--- src/aarm_pkg.sv ---
package aarm_pkg;

    typedef struct packed {
        logic signed [15:0] rot_x;
        logic signed [15:0] rot_y;
        logic signed [15:0] rot_z;
    } vec_t;

    typedef struct packed {
        logic signed [15:0] m_r0_c0;
        logic signed [15:0] m_r0_c1;
        logic signed [15:0] m_r0_c2;
        logic signed [15:0] m_r1_c0;
        logic signed [15:0] m_r1_c1;
        logic signed [15:0] m_r1_c2;
        logic signed [15:0] m_r2_c0;
        logic signed [15:0] m_r2_c1;
        logic signed [15:0] m_r2_c2;
    } mat_t;

    localparam logic signed [15:0] Q14_ONE = 16'sd16384;
    localparam logic signed [31:0] Q30_ONE = 32'sd1073741824;
    localparam logic [11:0]        THR_RESET = 12'd20;

    // pipeline depths of the sections
    localparam int NORM_LAT = 17;
    localparam int AXIS_LAT = 15;
    localparam int TRIG_LAT = 23;
    localparam int COMP_LAT = 3;
    localparam int TOTAL_LAT = NORM_LAT + TRIG_LAT + COMP_LAT;

    // series divisors, innermost term first
    localparam int SIN_DIV [5] = '{110, 72, 42, 20, 6};
    localparam int COS_DIV [6] = '{132, 90, 56, 30, 12, 2};

endpackage

--- src/aarm_delay.sv ---
module aarm_delay
#(
    parameter int WIDTH = 1,
    parameter int DEPTH = 1
)
(
    input  logic             clk,
    input  logic             en,
    input  logic [WIDTH-1:0] din,
    output logic [WIDTH-1:0] dout
);

    logic [WIDTH-1:0] line_reg [DEPTH];

    always_ff @(posedge clk)
    begin
        if (en)
        begin
            line_reg[0] <= din;
            for (int i = 1; i < DEPTH; i++)
            begin
                line_reg[i] <= line_reg[i-1];
            end
        end
    end

    assign dout = line_reg[DEPTH-1];

endmodule

--- src/aarm_norm.sv ---
module aarm_norm
    import aarm_pkg::*;
(
    input  logic        clk,
    input  logic        en,
    input  vec_t        vec,
    output logic [15:0] angle,
    output vec_t        vec_out,
    output logic        zero
);

    localparam int ROOT_W = 16;

    logic signed [31:0] px, py, pz;
    logic [31:0]        sq_reg;
    vec_t               vec_reg;

    logic [31:0] rem_in   [ROOT_W];
    logic [15:0] root_in  [ROOT_W];
    logic [33:0] trial    [ROOT_W];
    logic [31:0] rem_next [ROOT_W];
    logic [15:0] root_next[ROOT_W];
    logic [31:0] rem_reg  [ROOT_W];
    logic [15:0] root_reg [ROOT_W];

    assign px = vec.rot_x * vec.rot_x;
    assign py = vec.rot_y * vec.rot_y;
    assign pz = vec.rot_z * vec.rot_z;

    always_ff @(posedge clk)
    begin
        if (en)
        begin
            sq_reg  <= unsigned'(px) + unsigned'(py) + unsigned'(pz);
            vec_reg <= vec;
        end
    end

    // one root bit per stage, remainder kept as n - root^2
    always_comb
    begin
        rem_in[0]  = sq_reg;
        root_in[0] = '0;
        for (int k = 1; k < ROOT_W; k++)
        begin
            rem_in[k]  = rem_reg[k-1];
            root_in[k] = root_reg[k-1];
        end
        for (int k = 0; k < ROOT_W; k++)
        begin
            trial[k] = (34'(root_in[k]) << (ROOT_W - k)) | (34'd1 << (2 * (ROOT_W - 1 - k)));
            if ({2'b00, rem_in[k]} >= trial[k])
            begin
                rem_next[k]  = rem_in[k] - trial[k][31:0];
                root_next[k] = root_in[k] | (16'd1 << (ROOT_W - 1 - k));
            end
            else
            begin
                rem_next[k]  = rem_in[k];
                root_next[k] = root_in[k];
            end
        end
    end

    always_ff @(posedge clk)
    begin
        if (en)
        begin
            for (int k = 0; k < ROOT_W; k++)
            begin
                rem_reg[k]  <= rem_next[k];
                root_reg[k] <= root_next[k];
            end
        end
    end

    aarm_delay #(.WIDTH($bits(vec_t) + 1), .DEPTH(ROOT_W)) u_side (
        .clk  (clk),
        .en   (en),
        .din  ({vec_reg, sq_reg == 32'd0}),
        .dout ({vec_out, zero})
    );

    assign angle = root_reg[ROOT_W-1];

endmodule

--- config.mk ---
export PLATFORM = sky130hd
export DESIGN_NAME = aarm_norm
export DESIGN_NICKNAME = d
export VERILOG_FILES = /design/src/aarm_pkg.sv /design/src/aarm_delay.sv /design/src/aarm_norm.sv
export SDC_FILE = /design/constraint.sdc
export NUM_CORES = 2
export LEC_CHECK = 0
export BUFFER_PORTS_ARGS = -buffer_cell sky130_fd_sc_hd__buf_4
export CAP_MARGIN = 20
export CORE_ASPECT_RATIO = 1.5
export CORE_MARGIN = 3
export CORE_UTILIZATION = 55
export CTS_CLUSTER_DIAMETER = 200
export DETAILED_ROUTE_END_ITERATION = 8
export HOLD_SLACK_MARGIN = 0.08
export PLACE_DENSITY_LB_ADDON = 0.25
export SLEW_MARGIN = 20
export SYNTH_ARGS = -nofsm -noshare
export SYNTH_HDL_FRONTEND = slang
export SYNTH_SLANG_ARGS = --single-unit
--- constraint.sdc ---
create_clock -name clk -period 9.6 [get_ports clk]
set_clock_uncertainty 0.05 [all_clocks]
set_input_delay 0.96 -clock clk [delete_from_list [all_inputs] [get_ports clk]]
set_output_delay 0.96 -clock clk [all_outputs]
set_load 0.005 [all_outputs]
==> metrics <==
RD Place Congestion=0.993; startpoint type of the worst setup path=input port; Hold Path Sink=u_side.line_reg[0][296]$_DFFE_PP_; most numerous cell in the Yosys netlist=sky130_fd_sc_hd__edfxtp_1; share of the synthesized area in the top cell type=54.4%; Detail Placement HPWL=roughly 120000 um; startpoint of the worst register-to-register path=rem_reg[1][79]$_DFFE_PP_; average cell area after synthesis=14.0 um^2; signed area change from the synthesized netlist to the final layout=8.95%; top cells by area, synth=sky130_fd_sc_hd__edfxtp_1 54%, sky130_fd_sc_hd__fa_1 20%, sky130_fd_sc_hd__inv_1 5.6%, sky130_fd_sc_hd__ha_1 5.5%, sky130_fd_sc_hd__xnor2_1 1.8%; Remaining Overflow, GRT=0; wire length of the first global-routing pass=~250000 um; number of standard cells after synthesis=5854; most frequent cell on the critical path=sky130_fd_sc_hd__fa_1; endpoint of the lowest-slack register-to-register path=rem_reg[1][127]$_DFFE_PP_; path type of the worst setup path=in -> reg; Worst slew margin=between 20% and 30%; number of global-route vias before repair=47600; post-detailed-route DRC marker count=0; Filler cells=~11000; instance count along the most critical hold path=0; post-CTS setup-driven buffer insertion count=0; Ports=115; Clock Pin Slew Worst Setup and Hold Paths=60 ps; number of hold-slack violations in the final timing report=0; number of synthesized register bits=roughly 1500; input/output buffers=114; minimum setup slack among reg-to-reg paths=5250 ps; die area=153000 um^2; final setup fails=0; Yosys warning total=0; Die Width=321 um; die height=478 um; arrival time reported for the critical path endpoint=8630 ps; via count=42900; DRT Pass-1 Iters=6; routed length per placed instance=just over 20 um; detail-routed via count per cell=5.34; post-place setup slack=622 ps; Layout Nets=7222; Setup crit end kind=register; max-cap violations=0; most used flip-flop cell after synthesis=sky130_fd_sc_hd__edfxtp_1; clock tree from TritonCTS=done; maximum buffer depth of the clock tree=3; data required time at the worst endpoint=10050 ps; overall fraction of global-route tracks in use=a little over a fifth; maximum number of pins on one net before global-route repair=197; H-tree depth=4; number of nets with antenna violations after routing=0; hold_sp=u_side.line_reg[0][247]$_DFFE_PP_; register area share after synthesis=54.4%; shortest clock period the worst path allows after layout=a little over 8000 ps; number of core rows=between 150 and 200; Starting Density=55.6%; clock tree root driver cell=sky130_fd_sc_hd__clkbuf_16; number of enable flip-flop cells after synthesis=1480; class of the worst hold path=reg -> reg; max-slew violation count=0; f_max=122 MHz; Largest register FFs=784; fraction of registers with async set/reset=0%; outcome=completed; register cell area after layout=44400 um^2; unrepaired setup endpoints after global routing=false; Multi-input gate area=approximately 32000 um^2; aggregate negative setup slack=0 ps; post-CTS sizing=0; cell type contributing the most total cell area after synthesis=sky130_fd_sc_hd__edfxtp_1; number of nets produced by synthesis=7080; number of buffers added by the clock tree synthesis step=136; number of antenna violations at the first check in global routing=2; highest-delay cell along the critical path=sky130_fd_sc_hd__fa_1; wire length reported by the detailed router=approximately 160000 um; floorplan core area=147000 um^2; Fin Hold WS=344 ps; post-synthesis cell type count=76; Worst Max-Slew Pin Slew=1080 ps; CTS Sinks=approximately 1500; final cycle utilization of the critical path=between 80 and 90%; Worst R2R Path Depth=9; Worst-Skew Late Latency=approximately 770 ps; number of hold buffers added after CTS=0; post-synth design cell area=between 80000 and 90000 um^2; Crit Path Max Fanout=32; most frequent cells after synthesis=1480 x sky130_fd_sc_hd__edfxtp_1, 1227 x sky130_fd_sc_hd__inv_1, 817 x sky130_fd_sc_hd__fa_1; iteration-0 DRC count of the detailed router=2316; proportion of layout cells with a drive suffix above 1=6.44%; final worst setup slack=about 1400 ps; peak per-stage delay on the critical path=650 ps
routing by layer:
metal / GRT usage [%] / share of wire (%) / vias up
met3: 2.95 / 2.9 / 572
met1: 18.4 / 29 / 21700
met2: 43.0 / 58 / 979
li1: - / - / 19600
met4: 20.1 / 11 / 0
met5: 0 / 0 / -
area by class of cell:
type / instances / share of cell area [%]
antenna: 1 / 0.00281
clock buffer: 157 / 3.94
clock inverter: 91 / 1.12
inverter: 1228 / 5.18
multi-input combinational: 3007 / 35.9
sequential: 1480 / 49.9
tap: 1914 / 2.69
timing repair buffer: 143 / 1.28
kinds of logic after synthesis:
logic type / Yosys count / synth area share, %
AOI/OAI and AO/OA: 438 / 3.39
xor gates and xnor gates: 268 / 2.87
adders and majority gates: 1176 / 25.5
buffers and inverters: 1367 / 6.54
DFF: 1480 / 54.4
muxes: 28 / 0.407
and+or+nand+nor: 1097 / 6.89
worst max-delay path: cells and delay by family:
kind,cells,cell delay (ps)
compound gates,5,1020
xor+xnor,1,160
fa+ha+maj,10,5080
buf+inv,8,1120
simple gates,1,260
worst max-delay path by stage:
stage                  from                   end  slack (ps)  depth (start not counted)
floorplan           vec[15]  sq_reg[30]$_DFFE_PP_         780                         25
global placement    vec[15]  sq_reg[30]$_DFFE_PP_         720                         24
detailed placement  vec[15]  sq_reg[30]$_DFFE_PP_         620                         24
CTS                 vec[15]  sq_reg[30]$_DFFE_PP_        1470                         24
global route        vec[15]  sq_reg[31]$_DFFE_PP_        1150                         25
finish              vec[15]  sq_reg[30]$_DFFE_PP_        1420                         25
cell usage in the layout, fill, tap and decap left out, drive strengths merged, types with 5 or more instances in the layout:
master and n:
ha 359, a211o 7, nor2b 54, a211oi 14, xnor2 168, nor4 73
a21boi 7, or3 21, nand4 42, buf 143, nor2 195, edfxtp 1480
a21oi 126, and3 9, and2 165, nor3 64, o211ai 8, o21ai 108
inv 1235, nand2 320, fa 817, a31oi 14, bufinv 10, clkinv 70
nor4b 18, nand3b 7, xor2 100, a22o 5, o31ai 24, nand2b 42
nand3 35, clkbuf 157, nand4b 9, or4 11, o21a 45, mux2 24
o21bai 8, a21o 40, or2 16
metrics by stage:
| step | std cells | util, % | area [um^2] |
|---|---|---|---|
| after detailed placement | 7772 | 57.5 | 84500 |
| final | 8021 | 60.6 | 89000 |
| after global routing | 8021 | 60.6 | 89000 |
| after floorplan | 5854 | - | 81700 |
| after CTS | 8020 | 60.6 | 89000 |
| after global placement | 7772 | 57.5 | 84500 |
Power is not shown: default switching activity piles up to over one toggle a cycle in this logic, so the estimate is an artifact.
