File: src/aarm_pkg.sv
package aarm_pkg;

    typedef struct packed {
        logic signed [15:0] rot_x;
        logic signed [15:0] rot_y;
        logic signed [15:0] rot_z;
    } vec_t;

    typedef struct packed {
        logic signed [15:0] m_r0_c0;
        logic signed [15:0] m_r0_c1;
        logic signed [15:0] m_r0_c2;
        logic signed [15:0] m_r1_c0;
        logic signed [15:0] m_r1_c1;
        logic signed [15:0] m_r1_c2;
        logic signed [15:0] m_r2_c0;
        logic signed [15:0] m_r2_c1;
        logic signed [15:0] m_r2_c2;
    } mat_t;

    localparam logic signed [15:0] Q14_ONE = 16'sd16384;
    localparam logic signed [31:0] Q30_ONE = 32'sd1073741824;
    localparam logic [11:0]        THR_RESET = 12'd20;

    // pipeline depths of the sections
    localparam int NORM_LAT = 17;
    localparam int AXIS_LAT = 15;
    localparam int TRIG_LAT = 23;
    localparam int COMP_LAT = 3;
    localparam int TOTAL_LAT = NORM_LAT + TRIG_LAT + COMP_LAT;

    // series divisors, innermost term first
    localparam int SIN_DIV [5] = '{110, 72, 42, 20, 6};
    localparam int COS_DIV [6] = '{132, 90, 56, 30, 12, 2};

endpackage

File: src/aarm_delay.sv
module aarm_delay
#(
    parameter int WIDTH = 1,
    parameter int DEPTH = 1
)
(
    input  logic             clk,
    input  logic             en,
    input  logic [WIDTH-1:0] din,
    output logic [WIDTH-1:0] dout
);

    logic [WIDTH-1:0] line_reg [DEPTH];

    always_ff @(posedge clk)
    begin
        if (en)
        begin
            line_reg[0] <= din;
            for (int i = 1; i < DEPTH; i++)
            begin
                line_reg[i] <= line_reg[i-1];
            end
        end
    end

    assign dout = line_reg[DEPTH-1];

endmodule

File: src/aarm_axis.sv
module aarm_axis
    import aarm_pkg::*;
(
    input  logic               clk,
    input  logic               en,
    input  logic [15:0]        angle,
    input  vec_t               vec,
    output logic signed [15:0] axis [3]
);

    localparam int QW = 15;

    logic signed [15:0] comp [3];
    logic [15:0]        mag  [3];
    logic [15:0]        dvs_in   [QW];
    logic [15:0]        dvs_reg  [QW];
    logic [29:0]        rem_in   [3][QW];
    logic [14:0]        quo_in   [3][QW];
    logic [30:0]        shifted  [QW];
    logic [29:0]        rem_next [3][QW];
    logic [14:0]        quo_next [3][QW];
    logic [29:0]        rem_reg  [3][QW];
    logic [14:0]        quo_reg  [3][QW];
    logic [2:0]         neg;
    logic [14:0]        qc [3];

    assign comp[0] = vec.rot_x;
    assign comp[1] = vec.rot_y;
    assign comp[2] = vec.rot_z;

    // restoring division of (|r| << 14) + a/2 by a, one quotient bit per stage
    always_comb
    begin
        dvs_in[0] = angle;
        for (int k = 1; k < QW; k++)
        begin
            dvs_in[k] = dvs_reg[k-1];
        end
        for (int k = 0; k < QW; k++)
        begin
            shifted[k] = 31'(dvs_in[k]) << (QW - 1 - k);
        end
        for (int l = 0; l < 3; l++)
        begin
            mag[l]       = comp[l][15] ? (~comp[l] + 16'd1) : comp[l];
            rem_in[l][0] = {mag[l], 14'd0} + 30'(angle >> 1);
            quo_in[l][0] = '0;
            for (int k = 1; k < QW; k++)
            begin
                rem_in[l][k] = rem_reg[l][k-1];
                quo_in[l][k] = quo_reg[l][k-1];
            end
            for (int k = 0; k < QW; k++)
            begin
                if ({1'b0, rem_in[l][k]} >= shifted[k])
                begin
                    rem_next[l][k] = rem_in[l][k] - shifted[k][29:0];
                    quo_next[l][k] = quo_in[l][k] | (15'd1 << (QW - 1 - k));
                end
                else
                begin
                    rem_next[l][k] = rem_in[l][k];
                    quo_next[l][k] = quo_in[l][k];
                end
            end
        end
    end

    always_ff @(posedge clk)
    begin
        if (en)
        begin
            for (int k = 0; k < QW; k++)
            begin
                dvs_reg[k] <= dvs_in[k];
                for (int l = 0; l < 3; l++)
                begin
                    rem_reg[l][k] <= rem_next[l][k];
                    quo_reg[l][k] <= quo_next[l][k];
                end
            end
        end
    end

    aarm_delay #(.WIDTH(3), .DEPTH(QW)) u_sign (
        .clk  (clk),
        .en   (en),
        .din  ({comp[0][15], comp[1][15], comp[2][15]}),
        .dout (neg)
    );

    always_comb
    begin
        for (int l = 0; l < 3; l++)
        begin
            qc[l]   = (quo_reg[l][QW-1] > 15'd16384) ? 15'd16384 : quo_reg[l][QW-1];
            axis[l] = neg[2-l] ? -$signed({1'b0, qc[l]}) : $signed({1'b0, qc[l]});
        end
    end

endmodule

File: config.mk
export PLATFORM = sky130hd
export DESIGN_NAME = aarm_axis
export DESIGN_NICKNAME = d
export VERILOG_FILES = /design/src/aarm_pkg.sv /design/src/aarm_delay.sv /design/src/aarm_axis.sv
export SDC_FILE = /design/constraint.sdc
export NUM_CORES = 2
export LEC_CHECK = 0
export ABC_AREA = 1
export ABC_CLOCK_PERIOD_IN_PS = 4300
export BUFFER_PORTS_ARGS = -buffer_cell sky130_fd_sc_hd__clkbuf_2
export CAP_MARGIN = 30
export CORE_MARGIN = 4
export CORE_UTILIZATION = 25
export DETAILED_ROUTE_END_ITERATION = 10
export PLACE_DENSITY = 0.4
export SKIP_LAST_GASP = 1
export SLEW_MARGIN = 20
export SYNTH_ARGS = -nofsm -noshare
export SYNTH_HDL_FRONTEND = slang
export SYNTH_SLANG_ARGS = --single-unit
File: constraint.sdc
create_clock -name clk -period 4.3 [get_ports clk]
set_clock_uncertainty 0.05 [all_clocks]
set_input_delay 0.43 -clock clk [delete_from_list [all_inputs] [get_ports clk]]
set_output_delay 0.43 -clock clk [all_outputs]
set_load 0.02 [all_outputs]
==> metrics.yaml <==
worst_hold_path:
  hp-start: "vec[30]"
  hp-class: "in -> reg"
worst_setup_path:
  crit_path_frequent_cell: "nand2_1"
  path_buf_inv: 3
  setup.worst_path.end_class: "output port"
  crit_slowest_cell: "edfxtp_1"
  critPathMaxStageDelay_ns: 0.43
  crit_family: "simple AND/OR/NAND/NOR gates"
  regToRegStartpoint: "dvs_reg[0][89]"
  critPathLaunchType: "flop"
  worstPathCellList: "or2_2 -> nor3_1 -> nand3_1 -> nand2_4 -> inv_1 -> nor2_1 -> inv_1 -> ha_1 -> or2_2 -> nand3_1 -> nor2_1 -> nand2_1 -> nand2_1 -> nand2_1 -> clkbuf_2"
  cp_data_required_time_ns: 3.82
  critPathKind: "reg -> out"
  cp.arrival_ns: 3.60
  cp-startpoint: "quo_reg[0][455]"
  path_max_fanout: 13
sta:
  fmax_ghz: 0.245
  period_minus_slack_ns: 4.08
  hold_viol_final: 0
  rsz0062_at_grt: "no"
  slew_violations: 0
  period_share_pct: 94.9
  worst_pin_slew_ns: 1.08
  relSlewSlack_pct: 27.7
  fin_setup_tns_ns: 0
  setup_viol: 0
layout:
  largest_reg_flops: 945
  layout-drive-gt1-share_pct: 5.96
  regArea_um2: 47300
  nNetsFinal: 14200
  final_cell_mix: "3392 x nand2_1, 1574 x edfxtp_1, 1522 x inv_1"
  utilization_pct: 28.7
  area_growth_pct: 14.1
  num-fill-cells: 45800
  final_common_cell: "nand2_1"
  multi_input_area_um2: 53000
  fin_cells: 19200
  design_area_um2: 122000
global_route:
  grt_usage_pct: 16.4
  overflow: 0
  grt_pass1_vias: 86000
  grt_pass1_wl_um: 550000
  antenna_found_initial: 7
  grt_max_degree: 186
synth:
  synth_edf_count: 1574
  postSynthCellCount: 13000
  ys_seq_area_share_pct: 44.2
  yosysWarnings: 0
  synth_flop_cell: "edfxtp_1"
  syn_area_per_cell_um2: 8.21
  syn_nets: 13800
  syn_area_um2: 107000
  synth_seq_cells: 1574
  synthArstFlopShare_pct: 0
  post_synth_num_cell_types: 64
job:
  cap_viol_max_count: 0
route:
  vias_per_cell: 4.61
  drt_pass1_iterations: 8
  ant_nets: 0
  drtIter0Drc: 6073
  wirelength_um: 371000
  vias: 88500
  route.detailed.wl_per_inst_um: 19.3
  drc: 0
cts:
  clkSinkCount: 1574
  root_buffer: "clkbuf_16"
  cts_tree: "done"
  ctsLongestPathBuffers: 4
  cts_inserted_buffers: 193
  h-tree-depth: 4
  clk_latency_ns: 0.90
  path_clk_slew_ns: 0.06
pwr:
  powerDensity_nw_per_um2: 636
  leakage_nw: 50.2
  finalPower_w: 0.0776
  peakVddDrop_mv: 0.360
place:
  dp.cells: 18800
  gp_congestion: 0.892
  place_hpwl_um: 305000
  placed_area_um2: 115000
  port_buffers: 113
floorplanning:
  core_um2: 425000
  rows: 239
  die_x_um: 662
  die-area_um2: 438000
  die_h_um: 662
  initial_core_util_pct: 25.2
  ios: 114
outcome:
  status: "completed"
synthesized netlist by cell type (12+ instances only):
library cell	number	area, um^2
and2_1	20	125
nor2_1	1257	4720
o21ai_2	25	219
o21ai_1	95	475
a21oi_1	913	4570
nand3_1	780	3900
buf_6	13	146
a21o_1	82	616
a21boi_0	25	188
nor4_1	53	332
nor3_1	207	1040
fa_1	42	841
edfxtp_1	1574	47300
o21ai_0	857	4290
nor2_2	13	81.3
and3_1	14	87.6
o21bai_1	81	608
inv_2	16	60.1
ha_1	704	8810
nand2_2	12	75.1
buf_4	15	113
a31oi_1	79	494
buf_2	95	475
inv_1	1522	5710
xor2_1	316	2770
xnor2_1	282	2470
clkbuf_1	28	105
a21oi_2	21	184
nand3b_1	54	405
nand2_1	3393	12700
nand4_1	204	1280
or2_2	119	744
o211ai_1	26	195
cell type report:
class                   count  share of cell area [%]
multi-input cells        9760                    43.5
flip-flops and latches   1574                    38.8
well taps                5663                    5.81
inverters                1540                    4.74
clock buffers             230                    4.16
repair buffers            307                    1.95
clock inverters           121                    1.05
diodes                      4                 0.00821
worst min-delay path: stages:
cell,delay [ns]
clkbuf_2,0.10
inv_1,0.07
nand2_1,0.06
nand2_1,0.14
nand2_1,0.07
nand2_1,0.06
per-layer routing:
layer / global-route usage, % / vias up / share of wire (%)
met4: 3.37 / 0 / 2.1
met1: 21.9 / 41600 / 46
met2: 28.8 / 1509 / 49
met3: 1.55 / 361 / 3.2
li1: - / 45000 / -
met5: 0 / - / 0
path summary, 6_finish.rpt:
check                         end  slack [ns]  depth (start not counted)
hold / removal    rem_reg[0][899]        0.10                          6
hold reg to reg   quo_reg[0][486]        0.35                          0
setup reg to reg  rem_reg[0][256]        0.50                         10
setup / recovery         axis[10]        0.22                         15
stage by stage:
stage | setup WS (ns) | hold WS (ns)
5_1_grt | 0.00882 | 0.0958
2_1_floorplan | 0.803 | 0.350
4_1_cts | 0.0355 | 0.00580
6_report | 0.220 | 0.101
3_3_place_gp | 0.0530 | 0.351
3_5_place_dp | 0.0879 | 0.355
kinds of logic after synthesis:
| group | Yosys count | share of synthesized area, % |
|---|---|---|
| flip-flops | 1574 | 44.2 |
| multiplexers | 2 | 0.0187 |
| XOR/XNOR | 598 | 4.90 |
| AO/OA/AOI/OAI | 2255 | 11.5 |
| buffers and inverters | 1693 | 6.20 |
| adder cells (fa/ha/maj) | 746 | 9.03 |
| AND/OR/NAND/NOR | 6159 | 24.2 |
timing repair:
| item | 4_1_cts | 5_1_grt |
|---|---|---|
| buffers inserted | 0 | 2 |
| hold buffers | 24 | 0 |
| endpoints found under the setup margin | 4 | 5 |
| hold endpoints to repair | 43 | 0 |
| gates resized for setup | 1 | 2 |
report_power, final:
part           total, W  internal [W]  leakage [nW]  switching (W)
clock network    0.0165       0.00962          3.03        0.00689
logic            0.0345        0.0119          32.1         0.0226
registers        0.0266        0.0228          15.1        0.00379
Note: power is estimated with default switching activity, not from simulation.
